--- config.mk ---
export PLATFORM = sky130hd
export DESIGN_NAME = dmx512_slot_receiver_top_flat
export DESIGN_NICKNAME = d
export VERILOG_FILES = /design/src/rtl/dmxrx_pkg.sv /design/src/rtl/dmxrx_if.sv /design/src/rtl/dmxrx_apb.sv /design/src/rtl/dmxrx_core.sv /design/src/rtl/dmx512_slot_receiver_top.sv /design/src/flat_wrapper.sv
export SDC_FILE = /design/constraint.sdc
export NUM_CORES = 1
export LEC_CHECK = 0
export BUFFER_PORTS_ARGS = -buffer_cell sky130_fd_sc_hd__clkbuf_2
export CAP_MARGIN = 20
export CORE_UTILIZATION = 59
export DETAILED_ROUTE_END_ITERATION = 16
export HOLD_SLACK_MARGIN = 0.05
export PLACE_DENSITY = 0.79
export SYNTH_ARGS = -nofsm -noshare
export SYNTH_HDL_FRONTEND = slang
export SYNTH_HIERARCHICAL = 1
export SYNTH_SLANG_ARGS = --single-unit
--- constraint.sdc ---
create_clock -name clk -period 7.46 [get_ports clk]
set_input_delay 0 -clock clk [delete_from_list [all_inputs] [get_ports clk]]
set_output_delay 0 -clock clk [all_outputs]
set_load 0.02 [all_outputs]
--- src/rtl/dmxrx_pkg.sv ---
// ============================================================================
// dmxrx_pkg: shared types and constants of the DMX512 slot receiver
// Holds the channel count, field widths, state codes and the result record.
// ============================================================================
package dmxrx_pkg;

	localparam int CHANNELS   = 16;
	localparam int CH_IDX_W   = 4;
	localparam int BYTE_W     = 8;
	localparam int ADDR_W     = 10;
	localparam int SLOT_W     = 9;
	localparam int STATE_W    = 2;
	localparam int PADDR_W    = 3;
	localparam int PDATA_W    = 32;

	localparam logic [ADDR_W-1:0] ADDR_RESET = ADDR_W'(1);
	localparam logic [ADDR_W-1:0] ADDR_MAX   = ADDR_W'(512);

	// Register index, taken from paddr[2].
	localparam logic REG_START_ADDRESS = 1'b0;

	// Codes reported in the rx_state field.
	localparam logic [STATE_W-1:0] RX_STATE_IDLE  = 2'd0;
	localparam logic [STATE_W-1:0] RX_STATE_BREAK = 2'd1;
	localparam logic [STATE_W-1:0] RX_STATE_SKIP  = 2'd2;
	localparam logic [STATE_W-1:0] RX_STATE_DATA  = 2'd3;

	typedef enum logic [3:0] {
		MODE_IDLE  = 4'b0001,
		MODE_BREAK = 4'b0010,
		MODE_SKIP  = 4'b0100,
		MODE_DATA  = 4'b1000
	} mode_t;

	typedef struct packed {
		logic [STATE_W-1:0]  rx_state;
		logic                captured;
		logic [CH_IDX_W-1:0] channel_index;
		logic [BYTE_W-1:0]   channel_value;
		logic                value_changed;
		logic [CHANNELS-1:0] changed_mask;
	} result_t;

	function automatic logic [STATE_W-1:0] mode_code(input mode_t m);
		logic [STATE_W-1:0] c;
		unique case (m)
			MODE_IDLE:  c = RX_STATE_IDLE;
			MODE_BREAK: c = RX_STATE_BREAK;
			MODE_SKIP:  c = RX_STATE_SKIP;
			MODE_DATA:  c = RX_STATE_DATA;
			default:    c = RX_STATE_IDLE;
		endcase
		return c;
	endfunction

endpackage

--- src/rtl/dmxrx_if.sv ---
// ============================================================================
// dmxrx_if: valid/ready channels of the DMX512 slot receiver
// One interface for received bytes and one for result beats.
// ============================================================================
interface dmxrx_in_if import dmxrx_pkg::*; ();
	logic              valid;
	logic              ready;
	logic [BYTE_W-1:0] rx_byte;
	logic              frame_error;
	logic              overrun;

	modport source (output valid, output rx_byte, output frame_error, output overrun,
		input ready);
	modport sink (input valid, input rx_byte, input frame_error, input overrun,
		output ready);
endinterface

interface dmxrx_out_if import dmxrx_pkg::*; ();
	logic                valid;
	logic                ready;
	logic [STATE_W-1:0]  rx_state;
	logic                captured;
	logic [CH_IDX_W-1:0] channel_index;
	logic [BYTE_W-1:0]   channel_value;
	logic                value_changed;
	logic [CHANNELS-1:0] changed_mask;

	modport source (output valid, output rx_state, output captured, output channel_index,
		output channel_value, output value_changed, output changed_mask, input ready);
	modport sink (input valid, input rx_state, input captured, input channel_index,
		input channel_value, input value_changed, input changed_mask, output ready);
endinterface

--- src/rtl/dmxrx_apb.sv ---
// ============================================================================
// dmxrx_apb: configuration register port
// Holds the start address register behind a simple APB-style slave.
// ============================================================================
module dmxrx_apb import dmxrx_pkg::*; (
	input  logic               clk,
	input  logic               arst_n,
	input  logic               psel,
	input  logic               penable,
	input  logic               pwrite,
	input  logic [PADDR_W-1:0] paddr,
	input  logic [PDATA_W-1:0] pwdata,
	output logic [PDATA_W-1:0] prdata,
	output logic               pready,
	output logic [ADDR_W-1:0]  start_address
);

	logic [ADDR_W-1:0] start_q;
	logic              wr_en;

	assign pready = 1'b1;
	assign wr_en  = psel & penable & pwrite;

	always_ff @(posedge clk or negedge arst_n) begin
		if (!arst_n) begin
			start_q <= ADDR_RESET;
		end else if (wr_en && (paddr[2] == REG_START_ADDRESS)) begin
			start_q <= pwdata[ADDR_W-1:0];
		end
	end

	always_comb begin
		if (paddr[2] == REG_START_ADDRESS) begin
			prdata = {{(PDATA_W-ADDR_W){1'b0}}, start_q};
		end else begin
			prdata = '0;
		end
	end

	assign start_address = start_q;

endmodule

--- src/rtl/dmxrx_core.sv ---
// ============================================================================
// dmxrx_core: slot decoder and channel store
// Steps the receive state for one byte and forms its result record.
// ============================================================================
module dmxrx_core import dmxrx_pkg::*; (
	input  logic              clk,
	input  logic              arst_n,
	input  logic              step,
	input  logic [ADDR_W-1:0] start_address,
	input  logic [BYTE_W-1:0] rx_byte,
	input  logic              frame_error,
	input  logic              overrun,
	output result_t           res
);

	mode_t               mode_q, mode_d;
	logic [SLOT_W-1:0]   slot_q, slot_d;
	logic [BYTE_W-1:0]   store_q [CHANNELS];
	logic [CHANNELS-1:0] change_q, change_d;
	logic [ADDR_W-1:0]   eff_addr;
	logic [ADDR_W-1:0]   addr_m1;
	logic [ADDR_W:0]     slot_inc;
	logic [CH_IDX_W-1:0] idx;
	logic                wr_store;

	// Out-of-range start addresses are clamped into 1..512.
	always_comb begin
		if (start_address == '0) begin
			eff_addr = ADDR_W'(1);
		end else if (start_address > ADDR_MAX) begin
			eff_addr = ADDR_MAX;
		end else begin
			eff_addr = start_address;
		end
	end

	assign addr_m1  = eff_addr - ADDR_W'(1);
	assign slot_inc = {2'b00, slot_q} + (ADDR_W+1)'(1);
	assign idx      = slot_q[CH_IDX_W-1:0];

	always_comb begin
		mode_d   = mode_q;
		slot_d   = slot_q;
		change_d = change_q;
		wr_store = 1'b0;
		res      = '0;
		if (frame_error || overrun) begin
			mode_d = MODE_BREAK;
		end else begin
			unique case (mode_q)
				MODE_BREAK: begin
					if (rx_byte != '0) begin
						mode_d = MODE_IDLE;
					end else begin
						slot_d = addr_m1[SLOT_W-1:0];
						mode_d = (addr_m1[SLOT_W-1:0] == '0) ? MODE_DATA : MODE_SKIP;
					end
				end
				MODE_SKIP: begin
					slot_d = slot_q - SLOT_W'(1);
					if (slot_d == '0) mode_d = MODE_DATA;
				end
				MODE_DATA: begin
					res.captured      = 1'b1;
					res.channel_index = idx;
					res.channel_value = rx_byte;
					if (store_q[idx] != rx_byte) begin
						wr_store            = 1'b1;
						change_d[idx]       = 1'b1;
						res.value_changed   = 1'b1;
					end
					slot_d = slot_inc[SLOT_W-1:0];
					if (slot_inc >= (ADDR_W+1)'(CHANNELS)) mode_d = MODE_IDLE;
				end
				default: begin
				end
			endcase
		end
		res.rx_state     = mode_code(mode_d);
		res.changed_mask = change_d;
	end

	always_ff @(posedge clk or negedge arst_n) begin
		if (!arst_n) begin
			mode_q   <= MODE_IDLE;
			slot_q   <= '0;
			change_q <= '0;
			for (int i = 0; i < CHANNELS; i++) store_q[i] <= '0;
		end else if (step) begin
			mode_q   <= mode_d;
			slot_q   <= slot_d;
			change_q <= change_d;
			if (wr_store) store_q[idx] <= rx_byte;
		end
	end

	// Changed bits are sticky: once set, only reset clears them.
	a_mask_sticky: assert property (@(posedge clk) disable iff (!arst_n)
		1 |=> ((change_q & $past(change_q)) == $past(change_q)))
		else $error("changed mask lost a bit");

	a_data_slot: assert property (@(posedge clk) disable iff (!arst_n)
		(mode_q == MODE_DATA) |-> (slot_q < SLOT_W'(CHANNELS)))
		else $error("slot count beyond channel range in data state");

	a_skip_nonzero: assert property (@(posedge clk) disable iff (!arst_n)
		(mode_q == MODE_SKIP) |-> (slot_q != '0))
		else $error("skip state with nothing left to skip");

	a_store_write: assert property (@(posedge clk) disable iff (!arst_n)
		(step && res.value_changed) |=>
		(store_q[$past(res.channel_index)] == $past(res.channel_value)))
		else $error("changed value not written to channel store");

endmodule

--- src/rtl/dmx512_slot_receiver_top.sv ---
// ============================================================================
// dmx512_slot_receiver_top: DMX512 slot receiver
// Decodes breaks, start codes and slots, and captures a block of channels.
// ============================================================================
//  channel   dir  handshake              payload
//  in_ch     in   valid/ready            rx_byte, frame_error, overrun
//  out_ch    out  valid/ready            rx_state, captured, channel_index,
//                                        channel_value, value_changed, changed_mask
//  apb       in   psel/penable, pready=1 start_address at byte address 0
//
// Each byte gives one result beat via the input, then the output register; one byte
// is taken each cycle unless the output stalls, paced by the slot decoder's step.
// The input register refills while a result waits in the output register.
// Reset is asynchronous; it clears the state, the channel store and the mask.
// A stalled output holds its beat and stops intake once the input register is full.
// ============================================================================
module dmx512_slot_receiver_top import dmxrx_pkg::*; (
	input  logic               clk,
	input  logic               arst_n,
	dmxrx_in_if.sink           in_ch,
	dmxrx_out_if.source        out_ch,
	input  logic               psel,
	input  logic               penable,
	input  logic               pwrite,
	input  logic [PADDR_W-1:0] paddr,
	input  logic [PDATA_W-1:0] pwdata,
	output logic [PDATA_W-1:0] prdata,
	output logic               pready
);

	logic              valid_s1;
	logic [BYTE_W-1:0] byte_s1;
	logic              fe_s1;
	logic              ovr_s1;
	logic              out_valid_q;
	result_t           res_d;
	result_t           res_q;
	logic              adv;
	logic              take;
	logic [ADDR_W-1:0] start_address;

	dmxrx_apb u_apb (
		.clk           (clk),
		.arst_n        (arst_n),
		.psel          (psel),
		.penable       (penable),
		.pwrite        (pwrite),
		.paddr         (paddr),
		.pwdata        (pwdata),
		.prdata        (prdata),
		.pready        (pready),
		.start_address (start_address)
	);

	dmxrx_core u_core (
		.clk           (clk),
		.arst_n        (arst_n),
		.step          (adv),
		.start_address (start_address),
		.rx_byte       (byte_s1),
		.frame_error   (fe_s1),
		.overrun       (ovr_s1),
		.res           (res_d)
	);

	// The staged byte moves on whenever the output register is free or drains.
	assign adv         = valid_s1 & (~out_valid_q | out_ch.ready);
	assign in_ch.ready = ~valid_s1 | adv;
	assign take        = in_ch.valid & in_ch.ready;

	always_ff @(posedge clk or negedge arst_n) begin
		if (!arst_n) begin
			valid_s1    <= 1'b0;
			out_valid_q <= 1'b0;
		end else begin
			if (take) begin
				valid_s1 <= 1'b1;
			end else if (adv) begin
				valid_s1 <= 1'b0;
			end
			if (adv) begin
				out_valid_q <= 1'b1;
			end else if (out_ch.ready) begin
				out_valid_q <= 1'b0;
			end
		end
	end

	always_ff @(posedge clk) begin
		if (take) begin
			byte_s1 <= in_ch.rx_byte;
			fe_s1   <= in_ch.frame_error;
			ovr_s1  <= in_ch.overrun;
		end
		if (adv) res_q <= res_d;
	end

	assign out_ch.valid         = out_valid_q;
	assign out_ch.rx_state      = res_q.rx_state;
	assign out_ch.captured      = res_q.captured;
	assign out_ch.channel_index = res_q.channel_index;
	assign out_ch.channel_value = res_q.channel_value;
	assign out_ch.value_changed = res_q.value_changed;
	assign out_ch.changed_mask  = res_q.changed_mask;

endmodule
--- src/flat_wrapper.sv ---
// flat-port wrapper written by rule: the top's interface ports become plain ports
module dmx512_slot_receiver_top_flat import dmxrx_pkg::*;
  (clk, arst_n, psel, penable, pwrite, paddr, pwdata, prdata, pready, in_ch_valid, in_ch_rx_byte, in_ch_frame_error, in_ch_overrun, in_ch_ready, out_ch_valid, out_ch_rx_state, out_ch_captured, out_ch_channel_index, out_ch_channel_value, out_ch_value_changed, out_ch_changed_mask, out_ch_ready);
  dmxrx_in_if in_ch_i ();
  dmxrx_out_if out_ch_i ();
  input  logic clk;
  input  logic arst_n;
  input  logic psel;
  input  logic penable;
  input  logic pwrite;
  input  logic [PADDR_W-1:0] paddr;
  input  logic [PDATA_W-1:0] pwdata;
  output logic [PDATA_W-1:0] prdata;
  output logic pready;
  input wire logic [$bits(in_ch_i.valid)-1:0] in_ch_valid;
  input wire logic [$bits(in_ch_i.rx_byte)-1:0] in_ch_rx_byte;
  input wire logic [$bits(in_ch_i.frame_error)-1:0] in_ch_frame_error;
  input wire logic [$bits(in_ch_i.overrun)-1:0] in_ch_overrun;
  output wire logic [$bits(in_ch_i.ready)-1:0] in_ch_ready;
  output wire logic [$bits(out_ch_i.valid)-1:0] out_ch_valid;
  output wire logic [$bits(out_ch_i.rx_state)-1:0] out_ch_rx_state;
  output wire logic [$bits(out_ch_i.captured)-1:0] out_ch_captured;
  output wire logic [$bits(out_ch_i.channel_index)-1:0] out_ch_channel_index;
  output wire logic [$bits(out_ch_i.channel_value)-1:0] out_ch_channel_value;
  output wire logic [$bits(out_ch_i.value_changed)-1:0] out_ch_value_changed;
  output wire logic [$bits(out_ch_i.changed_mask)-1:0] out_ch_changed_mask;
  input wire logic [$bits(out_ch_i.ready)-1:0] out_ch_ready;
  assign in_ch_i.valid = in_ch_valid;
  assign in_ch_i.rx_byte = in_ch_rx_byte;
  assign in_ch_i.frame_error = in_ch_frame_error;
  assign in_ch_i.overrun = in_ch_overrun;
  assign in_ch_ready = in_ch_i.ready;
  assign out_ch_valid = out_ch_i.valid;
  assign out_ch_rx_state = out_ch_i.rx_state;
  assign out_ch_captured = out_ch_i.captured;
  assign out_ch_channel_index = out_ch_i.channel_index;
  assign out_ch_channel_value = out_ch_i.channel_value;
  assign out_ch_value_changed = out_ch_i.value_changed;
  assign out_ch_changed_mask = out_ch_i.changed_mask;
  assign out_ch_i.ready = out_ch_ready;
  dmx512_slot_receiver_top u_core (.clk(clk), .arst_n(arst_n), .in_ch(in_ch_i), .out_ch(out_ch_i), .psel(psel), .penable(penable), .pwrite(pwrite), .paddr(paddr), .pwdata(pwdata), .prdata(prdata), .pready(pready));
endmodule
# Word-level counts from Yosys, hierarchy flattened
# Index checks and enable logic that the tools add are counted.
# totals
inputBits,52
mem_bits_ro,0
latch_bits,0
regBits,211
out_inout_bits,67
memories,0
wordCells,106
ramBits,0
# op_classes
reduce_logical,14
add_sub_neg,3
n_mux,31
n_eq_ne,8
magnitude_cmp,6
n_mul,0
shift,0
div_mod_pow,0
bitwise,13
# ops
cell,n
$bwmux 128,1
$mux 16,3
$bmux 8 s4,1
$demux 8 s4,1
$mux 9,3
$pmux 9 s3,1
$mux 8,3
$mux 4,5
$logic_not 9->1,2
$sub 9x1->9 const B,2
$or 16x16->16,1
$mux 14,1
$pmux 4 s3,1
$add 9x1->10 const B,1
$ge 10x5->1 const B,1
$gt 10x10->1 const B,1
$logic_not 10->1,1
$mux 10,1
$eq 4x2->1 const B,2
$eq 4x3->1 const B,2
$eq 4x4->1 const B,2
$mux 1,8
$ne 8x8->1,1
$reduce_bool 8->1,1
18 further kinds,29

# Logic depth before layout (Yosys ltp)
# logic_depth
word_depth,11
depth_mapped,14
depth_no_buf,12

# Cells and area by module
# Netlist, hierarchy kept.
# modules_own_cells
mod,area_each_um2,instances,cells_each,seq_area_each_um2
dmxrx_core,8678.3,1,698,3930.0
dmx512_slot_receiver_top,1365.1,1,50,1311.3
dmxrx_apb,683.2,1,58,251.5

# Least setup slack after synthesis
# Ideal clock, no wire load.
# synth_timing
path_kind,register -> register
from,reg u_core.u_core.slot_q[0]
to,reg u_core.res_q (netlist bit u_core/out_ch.changed_mask[10]) (data pin)
required_ps,7204
stages_incl_launch_ff,14
path_buffers,5
arrival_ps,2843
period_less_slack_ps,3099
slack_ps,4361
setup_time_ps,256
cell_sequence,dfrtp_1 -> buf_6 -> buf_8 -> mux4_1 -> a22oi_1 -> nand3_1 -> xor2_1 -> nor4_1 -> o21a_1 -> buf_6 -> buf_12 -> nor2_2 -> buf_2 -> a31o_2
# synth_rtl
item,line,rtl
from (decl),dmxrx_core.sv:17,"logic [SLOT_W-1:0] slot_q, slot_d;"
from (signal assigned),dmxrx_core.sv:91,slot_q <= slot_d;
to (signal assigned),dmx512_slot_receiver_top.sv:95,if (adv) res_q <= res_d;
to (decl),dmx512_slot_receiver_top.sv:37,result_t res_q;

# Worst setup path after layout
# layout_timing
from,reg u_core.u_core.slot_q[0]
to,reg u_core/u_core/store_q[42] in the netlist's numbering
# layout_via
elab_chain_len,9
word_cells_on_any_way,15
cone_classes,2 x order compare; 1 x eq/ne; 9 x mux; 1 x bitwise; 2 x reduce/logical
# layout_lines
item,line,rtl
$not 4->5 (not written as such) (*),"dmxrx_core.sv:67, dmxrx_core.sv:93",
$bmux 8 s4,dmxrx_core.sv:67,if (store_q[idx] != rx_byte) begin
$mux 8 (not written as such) (2 in series),dmxrx_core.sv:67,
$ne 8x8->1,dmxrx_core.sv:67,
$mux 1,dmxrx_core.sv:67,
$mux 1,dmxrx_core.sv:50,unique case (mode_q)
$mux 1,dmxrx_core.sv:47,if (frame_error || overrun) begin
$reduce_and 2->1 (no source line),n/a,
"to (signal, indexed assignment)",dmxrx_core.sv:93,if (wr_store) store_q[idx] <= rx_byte;
to (decl),dmxrx_core.sv:18,logic [BYTE_W-1:0] store_q [CHANNELS];
# Mark *: on every way between the ends. The rest lies on a longest branch, timed or not. The select of a mux whose other input is x is not followed.
# A chain may end at the register's enable or synchronous reset.

==> impl_metrics.env <==
export IMPL_path_depth=10
export IMPL_initial_core_util_pct=61.17
export IMPL_finish_utilization_pct=69.19
export IMPL_ant_nets=0
export IMPL_die_x_microns=136.8
export IMPL_synth_edff_count=42
export IMPL_swShare_pct=29.87
export IMPL_drt_iter0_markers=715
export IMPL_die_area_sq_um=18720
export IMPL_grt_pass1_vias=7386
export IMPL_path_clk_slew_ns=0.06
export IMPL_r2r_start="u_core/u_core/slot_q[0]"
export IMPL_async_flop_share_pct=80.09
export IMPL_final_layout_size_suffix_gt1_share_pct=37.28
export IMPL_gp_congestion=0.8646
export IMPL_arrival_ns=4.94
export IMPL_cts_buffers=22
export IMPL_ys_warnings_count=6
export IMPL_num_vias=7092
export IMPL_pwr_share_seq_pct=45.2
export IMPL_crit_path_end_kind="register"
export IMPL_synthToLayoutAreaGrowth_pct=13.12
export IMPL_ir_worst_vdd_mv=0.1799
export IMPL_grt_total_usage_pct=27.43
export IMPL_wl_per_cell_microns=21.63
export IMPL_finalSetupViolCount=0
export IMPL_crit_slowest_cell="dfrtp_2"
export IMPL_max_freq_ghz=0.2196
export IMPL_reg2reg_to="u_core/u_core/store_q[42]"
export IMPL_synth_cell_area_sq_um=10730
export IMPL_rsz0062_at_grt="no"
export IMPL_port_buffers=71
export IMPL_period_needed_ns=4.553
export IMPL_grt_overflow_total=0
export IMPL_cts_sinks=211
export IMPL_reg2reg_slack_ns=2.91
export IMPL_path_cells="buf_4, mux4_1, a22oi_1, nand3_1, xor2_1, nor4_1, o21a_1, buf_4, or4_1, mux2_2"
export IMPL_min_path_type="input pin to async pin"
export IMPL_worst_path_largest_cell_delay_ns=0.82
export IMPL_setup_ws_ns=2.907
export IMPL_crit_buf_inv=2
export IMPL_diodes=0
export IMPL_dpl_hpwl_microns=15490
export IMPL_place_ws_ns=2.937
export IMPL_grt_pass1_wl_microns=39390
export IMPL_maxCapViolCount=0
export IMPL_htreeDepth=1
export IMPL_finalNetCount=947
export IMPL_drt_first_pass_iters=8
export IMPL_clk_latency_ns=0.50
export IMPL_min_period_over_period_pct=61.04
export IMPL_status="finished clean"
export IMPL_crit_required_ns=7.84
export IMPL_cp_common_cell="buf_4"
export IMPL_synth_ff_type="dfrtp_1"
export IMPL_hold_violations=0
export IMPL_p_comb_share_pct=19.6
export IMPL_p_per_area_nw_per_um2=250.7
export IMPL_drc=0
export IMPL_io_pins=119
export IMPL_finClkSkew_ns=0.01445
export IMPL_ys_types=74
export IMPL_p_clk_share_pct=35.2
export IMPL_cts_root_buf="clkbuf_16"
export IMPL_fin_setup_tns_ns=0
export IMPL_seq_area_frac_synth_pct=51.21
export IMPL_die_y_microns=136.8
export IMPL_viasPerCell=6.282
export IMPL_finalMaxSlewViolations=0
export IMPL_syn_inst=806
export IMPL_coreArea_sq_um=17540
export IMPL_antenna_found_initial=0
export IMPL_fill_cells=1184
export IMPL_power_net_switching_mw=0.9086
export IMPL_path_class="register to register"
export IMPL_grt_max_degree=87
export IMPL_holdWs_ns=0.1170
export IMPL_cts_tree="yes"
export IMPL_num_rows=48
export IMPL_wirelength_microns=24420
export IMPL_crit_fanout=31
export IMPL_worstMarginPinSlew_ns=0.9847
export IMPL_r2r_cells=10
export IMPL_synth_seq_cells=211
export IMPL_worst_path_dominant_cell_family="multiplexers"
export IMPL_cts_buffer_depth=3
export IMPL_syn_area_per_cell_sq_um=13.31
export IMPL_maxSlewHeadroom_pct=34.18
export IMPL_cp_start_kind="register"
export IMPL_p_int_mw=2.133
export IMPL_leakage_nw=5.611
power groups by stage:
stage | registers (mW) | logic (mW) | clock network, mW
floorplan | 1.32 | 0.488 | 0
global placement | 1.38 | 0.536 | 0
detailed placement | 1.39 | 0.553 | 0
CTS | 1.37 | 0.583 | 1.09
global route | 1.39 | 0.638 | 1.13
finish | 1.37 | 0.596 | 1.07
what timing repair did:
item,4_1_cts,5_1_grt
gates resized for setup,0,0
buffers inserted,0,0
hold buffers,34,0
endpoints found under the hold margin,115,0
layout make-up:
type / instances / area (sq um) / area share [%]
Inverter: 11 / 41.29 / 0.3403
Sequential cell: 211 / 5494 / 45.28
Clock buffer: 32 / 650.6 / 5.362
Clock inverter: 8 / 66.31 / 0.5465
Timing Repair Buffer: 115 / 797.0 / 6.568
Tap cell: 225 / 281.5 / 2.320
Multi-Input combinational cell: 527 / 4803 / 39.59
layer usage:
layer	GRT usage, %	vias up	wire length [microns]
li1	-	3140	-
met1	35.76	3597	10110
met2	48.03	299	12410
met3	3.037	56	1254
met4	8.852	0	641
met5	0	-	0
through the flow:
stage | area, sq um | std cells | power [mW]
final | 12130 | 1129 | 3.042
after global routing | 12130 | 1129 | 3.153
after CTS | 12110 | 1128 | 3.041
after detailed placement | 11050 | 1054 | 1.943
after global placement | 11050 | 1054 | 1.918
after floorplan | 10810 | 827 | 1.803
synthesized netlist by cell type, drive strengths merged, types with 12 or more instances:
| master | count | area (sq um) |
|---|---|---|
| edfxtp | 42 | 1261 |
| nor2 | 23 | 88.84 |
| mux2i | 16 | 160.2 |
| mux4 | 20 | 484.2 |
| mux2 | 154 | 1772 |
| nand2 | 21 | 78.83 |
| xor2 | 12 | 105.1 |
| dfrtp | 167 | 4179 |
| and3 | 12 | 75.07 |
| clkbuf | 34 | 127.6 |
| nor2b | 16 | 100.1 |
| nor4 | 24 | 366.6 |
| buf | 44 | 341.6 |
| a21oi | 21 | 105.1 |
| o21ai | 26 | 130.1 |
| or2 | 17 | 106.4 |
| a31o | 12 | 105.1 |
cells by family after synthesis:
| kind of cell | count (synthesis) | share of synthesized area, % |
|---|---|---|
| adder cells (fa/ha/maj) | 7 | 0.8165 |
| buffers and inverters | 89 | 4.759 |
| AND/OR/NAND/NOR | 172 | 11.65 |
| AO/OA/AOI/OAI | 116 | 7.419 |
| flip-flops | 211 | 51.21 |
| XOR/XNOR | 19 | 1.551 |
| multiplexers | 190 | 22.52 |
| other | 2 | 0.07001 |
sequential cells by signal, summed over array words and instances (netlist names), 4 cells and up:
register and cells:
u_core/u_apb/start_address 10, u_core/out_ch.channel_value 8, u_core/byte_s1 8, u_core/u_core/mode_q 4
u_core/u_core/change_q 16, u_core/out_ch.changed_mask 16, u_core/u_core/slot_q 9, u_core/u_core/store_q 128
u_core/out_ch.channel_index 4
layout by cell type, fill, tap and decap left out, types with 9 or more instances in the layout:
master,n
dfrtp_1,166
mux2_2,143
clkbuf_2,70
edfxtp_1,42
dlygate4sd3_1,34
o21ai_0,26
clkbuf_16,24
conb_1,23
nor2_1,22
nand2_1,21
a21oi_1,21
or2_2,17
nor2b_1,16
mux2i_1,16
nor4_4,14
and3_1,12
xor2_1,12
a31o_2,12
mux4_2,11
nand2b_1,10
mux2_4,10
buf_4,9
nor3_1,9
inv_1,9
mux4_1,9
nor4_1,9
nand3_1,9
worst max path at each step:
stage	from	end	slack (ns)
final	u_core/u_core/slot_q[0]	u_core/u_core/store_q[42]	2.91
after global routing	u_core/u_core/slot_q[0]	u_core/u_core/store_q[42]	2.72
after CTS	u_core/u_core/slot_q[0]	u_core/u_core/store_q[43]	2.91
after detailed placement	u_core/u_core/slot_q[0]	u_core/u_core/store_q[42]	2.94
after global placement	u_core/u_core/slot_q[0]	u_core/u_core/store_q[45]	3.00
after floorplan	u_core/u_core/slot_q[0]	u_core/out_ch.changed_mask[10]	4.36
Note: power is estimated with default switching activity, not from simulation.
